## src/hdl/key_matrix_event_player_unit_assert.svh

```systemverilog
`ifndef KEY_MATRIX_EVENT_PLAYER_UNIT_ASSERT_SVH
`define KEY_MATRIX_EVENT_PLAYER_UNIT_ASSERT_SVH

// Same-cycle implication, checked outside reset.
`define KMEP_ASSERT_NOW(label, clk, rst_n, ante, cons, msg) \
  label: assert property (@(posedge clk) disable iff (!rst_n) (ante) |-> (cons)) \
    else $error(msg);

// Next-cycle implication, checked outside reset.
`define KMEP_ASSERT_NEXT(label, clk, rst_n, ante, cons, msg) \
  label: assert property (@(posedge clk) disable iff (!rst_n) (ante) |=> (cons)) \
    else $error(msg);

`endif

```

## src/hdl/kmep_pkg.sv

```systemverilog
package kmep_pkg;

  typedef enum logic [1:0] {
    OP_KEY  = 2'd0,
    OP_TICK = 2'd1,
    OP_READ = 2'd2,
    OP_CAPS = 2'd3
  } kmep_op_t;

  localparam logic [1:0] CLS_PLAIN  = 2'd0;
  localparam logic [1:0] CLS_SYMBOL = 2'd1;
  localparam logic [1:0] CLS_UPPER  = 2'd2;
  localparam logic [1:0] CLS_LOWER  = 2'd3;

  localparam logic [7:0] ROW_SHIFT = 8'hFE;
  localparam logic [2:0] BIT_SHIFT = 3'd0;
  localparam logic [7:0] ROW_MODE  = 8'hFB;
  localparam logic [2:0] BIT_MODE  = 3'd4;
  localparam logic [7:0] IDLE_DATA = 8'hFF;
  localparam logic [7:0] DROP_MAX  = 8'hFF;
  localparam logic [7:0] HOLD_RESET = 8'd3;

  localparam int SEQ_LEN = 5;

  typedef struct packed {
    kmep_op_t   operation;
    logic [7:0] row_code;
    logic [2:0] key_bit;
    logic [1:0] shift_class;
    logic       release_req;
  } kmep_in_t;

  typedef struct packed {
    logic [7:0] read_data;
    logic [5:0] queue_level;
    logic [7:0] dropped_count;
  } kmep_out_t;

  typedef struct packed {
    logic [7:0] row;
    logic       rel;
    logic [2:0] bit_pos;
  } kmep_entry_t;

  typedef struct packed {
    logic        en;
    kmep_entry_t entry;
  } kmep_upd_t;

endpackage

```

## src/hdl/key_matrix_event_player_unit.sv

```systemverilog
// Channel   Ports                              Handshake
// input     start, busy, in_data               start && !busy
// result    out_valid, out_data                one-cycle strobe
// config    cfg_valid, cfg_ready, cfg_data     cfg_valid && cfg_ready
//
// Port reads, caps lock toggles and ticks that pop nothing finish in ST_IDLE.
// A popping tick passes ST_TICK_RD and ST_TICK_WR, for the queue memory's registered read.
// A key event passes ST_PUSH once per entry of its sequence, one to five entries.
// The result strobe follows in the cycle after the last step; the receiver
// cannot stall. Reset is synchronous and needs no clearing pass.
module key_matrix_event_player_unit
  import kmep_pkg::*;
#(
  parameter int QUEUE_DEPTH = 32
) (
  input  logic       clk,
  input  logic       rst_n,
  input  logic       start,
  output logic       busy,
  input  kmep_in_t   in_data,
  output logic       out_valid,
  output kmep_out_t  out_data,
  input  logic       cfg_valid,
  output logic       cfg_ready,
  input  logic [7:0] cfg_data
);

  `include "key_matrix_event_player_unit_assert.svh"

  localparam int PW = $clog2(QUEUE_DEPTH);
  localparam int CW = $clog2(QUEUE_DEPTH + 1);
  localparam logic [PW-1:0] PTR_LAST = PW'(QUEUE_DEPTH - 1);
  localparam logic [CW-1:0] CNT_FULL = CW'(QUEUE_DEPTH);

  typedef enum logic [3:0] {
    ST_IDLE    = 4'b0001,
    ST_PUSH    = 4'b0010,
    ST_TICK_RD = 4'b0100,
    ST_TICK_WR = 4'b1000
  } kmep_state_t;

  kmep_state_t state_r, state_nxt;
  kmep_entry_t seq_r [SEQ_LEN];
  kmep_entry_t seq_nxt [SEQ_LEN];
  kmep_entry_t seq_b [SEQ_LEN];
  logic [2:0]  len_r, len_nxt, len_b;
  logic [PW-1:0] wp_r, wp_nxt, rp_r, rp_nxt;
  logic [CW-1:0] count_r, count_nxt;
  logic [7:0]  pace_r, pace_nxt;
  logic        shift_r, shift_nxt, mode_r, mode_nxt, caps_r, caps_nxt;
  logic [7:0]  drop_r, drop_nxt;
  logic [7:0]  hold_r;
  logic        out_valid_r, out_valid_nxt;
  kmep_out_t   out_r, out_nxt;
  logic [1:0]  cls_eff;
  logic        toggle;
  kmep_entry_t key_entry;
  logic        ram_we, ram_re;
  kmep_entry_t ram_rd_data;
  kmep_upd_t   upd;
  logic [7:0]  port_data;

  kmep_event_ram #(
    .DEPTH (QUEUE_DEPTH),
    .AW    (PW)
  ) u_ram (
    .clk     (clk),
    .wr_en   (ram_we),
    .wr_addr (wp_r),
    .wr_data (seq_r[0]),
    .rd_en   (ram_re),
    .rd_addr (rp_r),
    .rd_data (ram_rd_data)
  );

  kmep_matrix u_matrix (
    .clk     (clk),
    .rst_n   (rst_n),
    .upd     (upd),
    .rd_addr (in_data.row_code),
    .rd_data (port_data)
  );

  assign busy      = (state_r != ST_IDLE);
  assign cfg_ready = 1'b1;
  assign out_valid = out_valid_r;
  assign out_data  = out_r;

  always_comb begin
    logic [2:0] k;
    k = 3'd0;
    cls_eff = in_data.shift_class;
    if (caps_r && in_data.shift_class[1]) begin
      cls_eff = in_data.shift_class ^ 2'd1;
    end
    toggle = ((cls_eff == CLS_UPPER) && mode_r) || ((cls_eff == CLS_LOWER) && !mode_r);
    key_entry = '{row: in_data.row_code, rel: in_data.release_req,
                  bit_pos: in_data.key_bit};
    for (int i = 0; i < SEQ_LEN; i++) begin
      seq_b[i] = key_entry;
    end
    if (toggle) begin
      if (!shift_r) begin
        seq_b[k] = '{row: ROW_SHIFT, rel: 1'b0, bit_pos: BIT_SHIFT};
        k = k + 3'd1;
      end
      seq_b[k] = '{row: ROW_MODE, rel: 1'b0, bit_pos: BIT_MODE};
      k = k + 3'd1;
      seq_b[k] = '{row: ROW_MODE, rel: 1'b1, bit_pos: BIT_MODE};
      k = k + 3'd1;
      seq_b[k] = '{row: ROW_SHIFT, rel: 1'b1, bit_pos: BIT_SHIFT};
      k = k + 3'd1;
    end else if (cls_eff == CLS_SYMBOL) begin
      if (!shift_r) begin
        seq_b[k] = '{row: ROW_SHIFT, rel: 1'b0, bit_pos: BIT_SHIFT};
        k = k + 3'd1;
      end
    end else if (shift_r) begin
      seq_b[k] = '{row: ROW_SHIFT, rel: 1'b1, bit_pos: BIT_SHIFT};
      k = k + 3'd1;
    end
    seq_b[k] = key_entry;
    len_b = k + 3'd1;
  end

  always_comb begin
    state_nxt     = state_r;
    seq_nxt       = seq_r;
    len_nxt       = len_r;
    wp_nxt        = wp_r;
    rp_nxt        = rp_r;
    count_nxt     = count_r;
    pace_nxt      = pace_r;
    shift_nxt     = shift_r;
    mode_nxt      = mode_r;
    caps_nxt      = caps_r;
    drop_nxt      = drop_r;
    out_valid_nxt = 1'b0;
    out_nxt       = out_r;
    ram_we        = 1'b0;
    ram_re        = 1'b0;
    upd.en        = 1'b0;
    upd.entry     = ram_rd_data;
    out_nxt.read_data = IDLE_DATA;
    unique case (state_r)
      ST_IDLE: begin
        if (start) begin
          unique case (in_data.operation)
            OP_KEY: begin
              seq_nxt = seq_b;
              len_nxt = len_b;
              if (toggle) begin
                shift_nxt = 1'b0;
                mode_nxt  = !mode_r;
              end else begin
                shift_nxt = (cls_eff == CLS_SYMBOL);
              end
              state_nxt = ST_PUSH;
            end
            OP_TICK: begin
              if ((count_r != '0) && (pace_r == 8'd0)) begin
                state_nxt = ST_TICK_RD;
              end else begin
                if (pace_r != 8'd0) begin
                  pace_nxt = pace_r - 8'd1;
                end
                out_valid_nxt = 1'b1;
              end
            end
            OP_READ: begin
              out_nxt.read_data = port_data;
              out_valid_nxt     = 1'b1;
            end
            OP_CAPS: begin
              caps_nxt      = !caps_r;
              out_valid_nxt = 1'b1;
            end
            default: ;
          endcase
        end
      end
      ST_PUSH: begin
        if (count_r == CNT_FULL) begin
          if (drop_r != DROP_MAX) begin
            drop_nxt = drop_r + 8'd1;
          end
        end else begin
          ram_we    = 1'b1;
          wp_nxt    = (wp_r == PTR_LAST) ? '0 : wp_r + PW'(1);
          count_nxt = count_r + CW'(1);
        end
        for (int i = 0; i < SEQ_LEN - 1; i++) begin
          seq_nxt[i] = seq_r[i + 1];
        end
        len_nxt = len_r - 3'd1;
        if (len_r == 3'd1) begin
          out_valid_nxt = 1'b1;
          state_nxt     = ST_IDLE;
        end
      end
      ST_TICK_RD: begin
        ram_re    = 1'b1;
        state_nxt = ST_TICK_WR;
      end
      ST_TICK_WR: begin
        upd.en        = 1'b1;
        rp_nxt        = (rp_r == PTR_LAST) ? '0 : rp_r + PW'(1);
        count_nxt     = count_r - CW'(1);
        pace_nxt      = (hold_r == 8'd0) ? 8'd0 : hold_r - 8'd1;
        out_valid_nxt = 1'b1;
        state_nxt     = ST_IDLE;
      end
      default: begin
        state_nxt = ST_IDLE;
      end
    endcase
    out_nxt.queue_level   = 6'(count_nxt);
    out_nxt.dropped_count = drop_nxt;
  end

  always_ff @(posedge clk) begin
    if (!rst_n) begin
      state_r     <= ST_IDLE;
      len_r       <= 3'd0;
      wp_r        <= '0;
      rp_r        <= '0;
      count_r     <= '0;
      pace_r      <= 8'd0;
      shift_r     <= 1'b0;
      mode_r      <= 1'b0;
      caps_r      <= 1'b0;
      drop_r      <= 8'd0;
      hold_r      <= HOLD_RESET;
      out_valid_r <= 1'b0;
    end else begin
      state_r     <= state_nxt;
      len_r       <= len_nxt;
      wp_r        <= wp_nxt;
      rp_r        <= rp_nxt;
      count_r     <= count_nxt;
      pace_r      <= pace_nxt;
      shift_r     <= shift_nxt;
      mode_r      <= mode_nxt;
      caps_r      <= caps_nxt;
      drop_r      <= drop_nxt;
      out_valid_r <= out_valid_nxt;
      if (cfg_valid && cfg_ready) begin
        hold_r <= cfg_data;
      end
    end
  end

  always_ff @(posedge clk) begin
    seq_r <= seq_nxt;
    out_r <= out_nxt;
  end

  `KMEP_ASSERT_NOW(a_count_bound, clk, rst_n, 1'b1, count_r <= CNT_FULL,
    "Queue count exceeds the queue depth.")
  `KMEP_ASSERT_NOW(a_ptr_match, clk, rst_n, 1'b1,
    (wp_r == rp_r) == ((count_r == '0) || (count_r == CNT_FULL)),
    "Queue pointers disagree with the entry count.")
  `KMEP_ASSERT_NOW(a_pop_nonempty, clk, rst_n, state_r == ST_TICK_WR, count_r != '0,
    "A pop was started on an empty queue.")
  `KMEP_ASSERT_NEXT(a_key_push, clk, rst_n,
    (state_r == ST_IDLE) && start && (in_data.operation == OP_KEY),
    (state_r == ST_PUSH) && (len_r != 3'd0),
    "A key event request did not start a push sequence.")

endmodule

```

## src/hdl/kmep_event_ram.sv

```systemverilog
module kmep_event_ram
  import kmep_pkg::*;
#(
  parameter int DEPTH = 32,
  parameter int AW    = 5
) (
  input  logic        clk,
  input  logic        wr_en,
  input  logic [AW-1:0] wr_addr,
  input  kmep_entry_t wr_data,
  input  logic        rd_en,
  input  logic [AW-1:0] rd_addr,
  output kmep_entry_t rd_data
);

  kmep_entry_t mem [DEPTH];

  always_ff @(posedge clk) begin
    if (wr_en) begin
      mem[wr_addr] <= wr_data;
    end
    if (rd_en) begin
      rd_data <= mem[rd_addr];
    end
  end

endmodule

```

## src/hdl/kmep_matrix.sv

```systemverilog
module kmep_matrix
  import kmep_pkg::*;
(
  input  logic       clk,
  input  logic       rst_n,
  input  kmep_upd_t  upd,
  input  logic [7:0] rd_addr,
  output logic [7:0] rd_data
);

  logic [7:0] rows_r [8];

  always_ff @(posedge clk) begin
    for (int i = 0; i < 8; i++) begin
      if (!rst_n) begin
        rows_r[i] <= 8'hFF;
      end else if (upd.en && (upd.entry.row == ~(8'd1 << i))) begin
        rows_r[i][upd.entry.bit_pos] <= upd.entry.rel;
      end
    end
  end

  always_comb begin
    rd_data = 8'hFF;
    for (int i = 0; i < 8; i++) begin
      if (!rd_addr[i]) begin
        rd_data = rd_data & rows_r[i];
      end
    end
  end

endmodule

```

## config.mk

```make
export PLATFORM = sky130hd
export DESIGN_NAME = key_matrix_event_player_unit
export DESIGN_NICKNAME = d
export VERILOG_FILES = /design/src/hdl/kmep_pkg.sv /design/src/hdl/key_matrix_event_player_unit.sv /design/src/hdl/kmep_event_ram.sv /design/src/hdl/kmep_matrix.sv
export VERILOG_INCLUDE_DIRS = /design/src /design/src/hdl
export SDC_FILE = /design/constraint.sdc
export NUM_CORES = 1
export LEC_CHECK = 0
export BUFFER_PORTS_ARGS = -buffer_cell sky130_fd_sc_hd__buf_2
export CAP_MARGIN = 20
export CORE_UTILIZATION = 58
export CTS_BUF_LIST = sky130_fd_sc_hd__clkbuf_4 sky130_fd_sc_hd__clkbuf_8
export DETAILED_ROUTE_END_ITERATION = 8
export PLACE_DENSITY = 0.87
export SKIP_LAST_GASP = 1
export SYNTH_ARGS = -nofsm -noshare
export SYNTH_HDL_FRONTEND = slang
export SYNTH_SLANG_ARGS = --single-unit
```

## constraint.sdc

```tcl
create_clock -name clk -period 3.2 [get_ports clk]
set_clock_uncertainty 0.15 [all_clocks]
set_input_delay 0.16 -clock clk [delete_from_list [all_inputs] [get_ports clk]]
set_output_delay 0.16 -clock clk [all_outputs]
set_load 0.005 [all_outputs]
```

== Word-level counts from Yosys, hierarchy flattened ==
Memories as Yosys holds them, arrays and structs flattened. A register that Yosys moved wholly into a read port is not among the register bits.
Index checks and enable logic that the tools add are counted.
Storage, ports and cells
  bits in writable memories: 448
  flip-flop bits (word level): 133
  memories kept: 2
Cells by class
  reductions and logical operators: 36
  equality and inequality tests: 32
  bitwise gates (word level): 86
  order comparisons: 10
  muxes and demuxes: 156
  $add $sub $neg: 12
Memories
  u_ram.mem: words 32, width 12, read ports 1, clocked after Yosys merged registers in 1, wr ports 1, RTL line kmep_event_ram.sv:16  | kmep_entry_t mem [DEPTH];
  u_matrix.rows_r: words 8, width 8, read ports 8, clocked after Yosys merged registers in 0, wr ports 8, RTL line kmep_matrix.sv:11  | logic [7:0] rows_r [8];
Operator list (count)
  8-bit 2-to-1 mux: 24
  12-bit demux with 3-bit select: 4
  60-bit 2-to-1 mux: 2
  12-bit 2-to-1 mux: 9
  48-bit one-hot mux with 2 select lines: 1
  1-bit 2-to-1 mux: 95
  40-bit bitwise OR: 2
  1-bit bitwise OR: 64
  60-bit bitwise mux: 1
  8-bit bitwise AND: 7
  8-bit == test, second input constant: 7
  48-bit 2-to-1 mux: 1
  45-bit bitwise OR: 1
  20-bit bitwise AND: 2
  20-bit NOT: 2
  1-bit logical AND: 17
  4-bit greater-or-equal comparator, second input constant: 4
  8-bit zero test: 2
  4-bit by 1-bit < comparator with 1-bit output, second input constant: 4
  3-bit NOT with 4-bit output: 4
  8-bit one-hot mux with 2 select lines: 1
  8-bit by 1-bit subtractor with 8-bit output, second input constant: 2
  15-bit bitwise AND: 1
  3-bit 2-to-1 mux: 5
  other kinds (47): 70

== Depth between registers and ports, before layout ==
  word-level depth: 20
  gate-level depth with buffers: 9

== Hierarchy ==
A second synthesis with hierarchy kept.
Second synthesis, totals
  cell total of the unflattened synthesis: 1768
  area, all modules: 24893.9 um^2
By module, submodules not included
  kmep_event_ram: sequential area each 11891.4 um^2, times used 1, cells each 868, area an instance 15588.7 um^2
  key_matrix_event_player_unit: sequential area each 3263.1 um^2, times used 1, cells each 584, area an instance 5982.0 um^2
  kmep_matrix: sequential area each 1921.8 um^2, times used 1, cells each 316, area an instance 3323.2 um^2

== Least setup slack after synthesis ==
OpenSTA, ideal clock, no wires.
  path type: reg-to-reg
  start point: register state_r[3]
  end point: register seq_r[12] (netlist name), enable pin
  setup slack: 208 ps
  data arrival time: 2435 ps
  cell stages (with the launch flop): 6
  library setup time: 407 ps
  clock period less this slack: 2992 ps
  path through: dfxtp_1 > or4b_1 > buf_2 > clkbuf_1 > clkbuf_1 > nand2_1
Between the ends
  word-level cells in the longest chain between the ends: 3
  elaborated cells between the ends (all ways): 6
  classes of those cells: eq/ne (4); reduce/logical (2)
RTL lines
  from (decl): RTL line key_matrix_event_player_unit.sv:42  | kmep_state_t state_r, state_nxt;
  from (signal assigned): RTL line key_matrix_event_player_unit.sv:236  | state_r <= state_nxt;
  4-bit by 1-bit == test with 1-bit output or 4-bit by 2-bit == test with 1-bit output (tied branches): RTL line key_matrix_event_player_unit.sv:145  | unique case (state_r)
  2-bit by 1-bit != test with 1-bit output (no line) (tied with other cells)
  3-bit AND reduction (no line) (*)
  to (signal assigned): RTL line key_matrix_event_player_unit.sv:254  | seq_r <= seq_nxt;
  to (decl): RTL line key_matrix_event_player_unit.sv:43  | kmep_entry_t seq_r [SEQ_LEN];
Mark *: on every way between the ends. The rest lies on a longest branch, timed or not.
A chain may end at the register's enable or synchronous reset.

== Worst setup path after layout ==
  start point: register count_r[1]
  end point: register out_valid_r, in the netlist out_valid
Between the ends
  word-level cells in the longest chain between the ends: 6
RTL lines
  from (decl): RTL line key_matrix_event_player_unit.sv:48  | logic [CW-1:0] count_r, count_nxt;
  from (signal assigned): RTL line key_matrix_event_player_unit.sv:240  | count_r <= count_nxt;
  6-bit nonzero test: RTL line key_matrix_event_player_unit.sv:161  | if ((count_r != '0) && (pace_r == 8'd0)) begin
  1-bit logical AND: RTL line key_matrix_event_player_unit.sv:161
  1-bit 2-to-1 mux: RTL line key_matrix_event_player_unit.sv:161
  1-bit one-hot mux with 2 select lines: RTL line key_matrix_event_player_unit.sv:148  | unique case (in_data.operation)
  1-bit 2-to-1 mux: RTL line key_matrix_event_player_unit.sv:147  | if (start) begin
  1-bit one-hot mux with 3 select lines: RTL line key_matrix_event_player_unit.sv:145
  to (signal assigned): RTL line key_matrix_event_player_unit.sv:246  | out_valid_r <= out_valid_nxt;
  to (decl): RTL line key_matrix_event_player_unit.sv:53  | logic out_valid_r, out_valid_nxt;
No other way between the ends.

==> summary.md <==
| Metric | Value |
|---|---|
| Req. time, crit path | approximately 3700 ps |
| EDFF count, synth | 520 |
| Mapped Area | around 24,000 sq um |
| HP Start | in_data[4] |
| Die X | 206 microns |
| Leak | between 8 and 9 nW |
| RSZ-0062 raised after global routing | true |
| Initial core utilization | about 59% |
| Initial antenna violation count | 1 |
| Yosys warnings | 0 |
| Most frequent cells in the layout | edfxtp_1 (520), nand2_1 (123), o21ai_0 (118), clkbuf_8 (97), nor2_1 (96) |
| FF/Latch Area | between 15,000 and 20,000 sq um |
| CTS max path bufs | 3 |
| WP data arrival | ~3600 ps |
| IO Pins | 53 |
| Worst hold path class | primary input to flop |
| Final Critical Period | around 3200 ps |
| Net Sw Power | about 3.3 mW |
| Outcome | complete, no violations |
| Pwr Density | 540 nW/um^2 |
| Final instance area | approximately 28,000 sq um |
| Num Clock Sinks | 593 |
| RR Endpoint | out_valid |
| Area grow syn2layout | 15.4% |
| Placed Instances | between 2,000 and 2,500 |
| WL per Instance | roughly 27 microns |
| Vias in the first global route | 15,684 |
| Hold Path Stages | 2 |
| Most common cell after layout, fill and taps aside | edfxtp_1 |
| Placed instance area | about 25,000 sq um |
| Max Cap Viol | 0 |
| Setup CP Type | flop to flop |
| Net count after synthesis | ~1,600 |
| Int Pwr | around 12 mW |
| Distinct cells, synth | 66 |
| DRT iter0 DRCs | around 2,300 |
| Layout cells sized above 1 | 20.9% |
| CTS root buf | clkbuf_8 |
| Port buffer count | 51 |
| Crit start category | flop |
| Worst-Skew Late Latency | approximately 650 ps |
| Logic pwr share | under 10% |
| Clock power frac | about two fifths |
| F_max | 315 MHz |
| Mapped Avg Cell Area | around 15 sq um |
| Area of the core | just over 40,000 sq um |
| Die area | about 42,000 sq um |
| Site Rows | between 70 and 80 |
| Multi-input combinational cell area | ~6600 sq um |
| Clk slew on worst S/H paths | ~70 ps |
| CP endpoint kind | flop |
| Sequential share of power | 56.2% |
| Remaining antenna violation count | 0 |
| Pre-antenna DRT Iters | 6 |
| Die H | a little over 200 microns |
| Routability Congestion | 0.877 |
| Rel. slew slack | 44.1% |
| Nets@finish | around 1,800 |
| R2R Path Start | count_r[1] |
| Worst-path maximum fanout | 5 |
| Vias per std cell | roughly 6.7 |
| Flop-to-flop setup slack | ~23 ps |
| Seq/Total Area, Yosys | between 70% and 80% |
| Largest net degree at the start of global routing | approximately 90 |
| Post-synth ARST share | 0% |
| Peak supply drop | roughly 250 uV |
| Max-slew violation total from the final report | 0 |
| Clock buffer count from CTS | 90 |
| FF-to-FF path depth | 8 |
| Ant diodes | 0 |
| Congestion Overflow GR | 0 |
| Total Power | 15.0 mW |
| Top_reg_cell synth | edfxtp_1 |
| H-tree Lvls | 3 |
| Vias | around 16,000 |
| Post-route insts no fill | approximately 2,400 |
| Final setup vio count | 0 |
| DRC viols | 0 |
| Gr usage total | slightly below 30% |
| Mapped Cells | about 1,600 |
| CTS tree | done |
| Slew of the pin with the lowest slew margin | about 830 ps |
| Post-DP HPWL | 35,400 microns |
| Sw Share | a little over a fifth |
| #FFs+latches synth | ~590 |
| Fill cells | approximately 2,400 |
| Period utilization | between 90 and 100% |
| End of the worst hold path | seq_r[1] |
| Total wire length | between 60,000 and 70,000 microns |
| First-pass GRT wire length | slightly above 90,000 microns |
| Hold Fails Final Rpt | 0 |
| Final Core Density | 67.9% |
-- synth_stat cells (8+ instances only) --
cell | number | area (sq um)
o211ai_1 | 8 | 60.1
clkbuf_1 | 64 | 240
mux4_2 | 72 | 1620
ha_1 | 16 | 200
o21ai_0 | 118 | 591
nand3_1 | 21 | 105
a31oi_1 | 10 | 62.6
edfxtp_1 | 520 | 15600
nand2_1 | 124 | 465
and2_1 | 16 | 100
a22oi_1 | 24 | 180
o41ai_1 | 9 | 78.8
o22ai_1 | 44 | 275
buf_2 | 13 | 65.1
nand3b_1 | 16 | 120
nand4_1 | 11 | 68.8
and3_1 | 9 | 56.3
a21oi_1 | 57 | 285
dfxtp_1 | 73 | 1460
nor3b_2 | 8 | 100
mux2i_1 | 55 | 551
xor2_1 | 10 | 87.6
inv_1 | 21 | 78.8
nor3_1 | 9 | 45.0
nor2_1 | 96 | 360
o221ai_1 | 12 | 105
a22o_1 | 15 | 131
a211oi_1 | 22 | 165
-- sequential cells by signal (all words and copies together) (netlist names), 6 cells and up --
register	cells
drop_r	8
count_r	6
u_matrix.rows_r	64
u_ram.mem	384
seq_r	60
pace_r	8
u_ram.rd_data	12
hold_r	8
out_data	22
-- power groups by stage --
stage | Sequential [mW] | Combinational [mW] | Clock, mW
detailed placement | 8.62 | 0.304 | 0
global placement | 8.61 | 0.288 | 0
CTS | 8.46 | 0.353 | 6.16
global route | 8.44 | 0.448 | 6.50
floorplan | 8.59 | 0.199 | 0
finish | 8.44 | 0.419 | 6.15
-- stage by stage --
stage | setup WS (ps) | hold WS, ps | TNS [ps]
global route | -70.2 | 84.2 | -70.2
CTS | 37.9 | 64.3 | 0
global placement | 392 | 208 | 0
detailed placement | 214 | 211 | 0
finish | 23.2 | 106 | 0
floorplan | 208 | 109 | 0
-- worst max-delay path by stage --
stage,from,to,slack [ps],cells after the start
2_1_floorplan,state_r[3],seq_r[12],210,5
3_3_place_gp,caps_r,seq_r[50],390,9
3_5_place_dp,caps_r,seq_r[50],210,9
4_1_cts,count_r[0],out_valid,40,8
5_1_grt,count_r[1],out_valid,-70,8
6_report,count_r[1],out_valid,20,8
-- repair_timing --
item                                    in CTS  in global routing
endpoints found under the setup margin       0                  4
setup buffers                                0                  1
hold endpoints to repair                    85                  0
gates resized for setup                      0                  4
hold buffers                                45                  0
-- routing by layer --
| metal | routed length [microns] | GRT usage, % |
|---|---|---|
| met3 | 6910 | 6.21 |
| met5 | 13 | 0 |
| met2 | 31300 | 48.1 |
| met1 | 22000 | 36.2 |
| met4 | 2610 | 14.5 |
-- critical path, cell delays in order, from the launching register on --
cell and delay [ps]:
dfxtp_1 350, inv_1 70, ha_2 200, or4b_2 610
o211ai_1 300, nand4_1 140, dlygate4sd3_1 580, a31oi_1 160
dlygate4sd3_1 570
-- cell families (layout without fill, tap and decap cells) --
logic type | count (synthesis) | in the layout | synth area share [%]
DFF | 593 | 593 | 70.9
and+or+nand+nor | 352 | 352 | 7.48
AOI/OAI and AO/OA | 343 | 343 | 8.93
xor gates and xnor gates | 18 | 18 | 0.717
buffers and inverters | 110 | 374 | 1.86
adders and majority gates | 17 | 17 | 0.872
other | 1 | 1 | 0.0156
muxes | 132 | 132 | 9.25
-- area by class of cell --
class / instances / area share, %
clock buffers: 116 / 5.32
clock inverters: 51 / 1.02
inverters: 22 / 0.311
multi-input cells: 863 / 23.7
flip-flops and latches: 593 / 61.5
well taps: 532 / 2.39
repair buffers: 185 / 5.82
(Power assumes the default switching activity.)
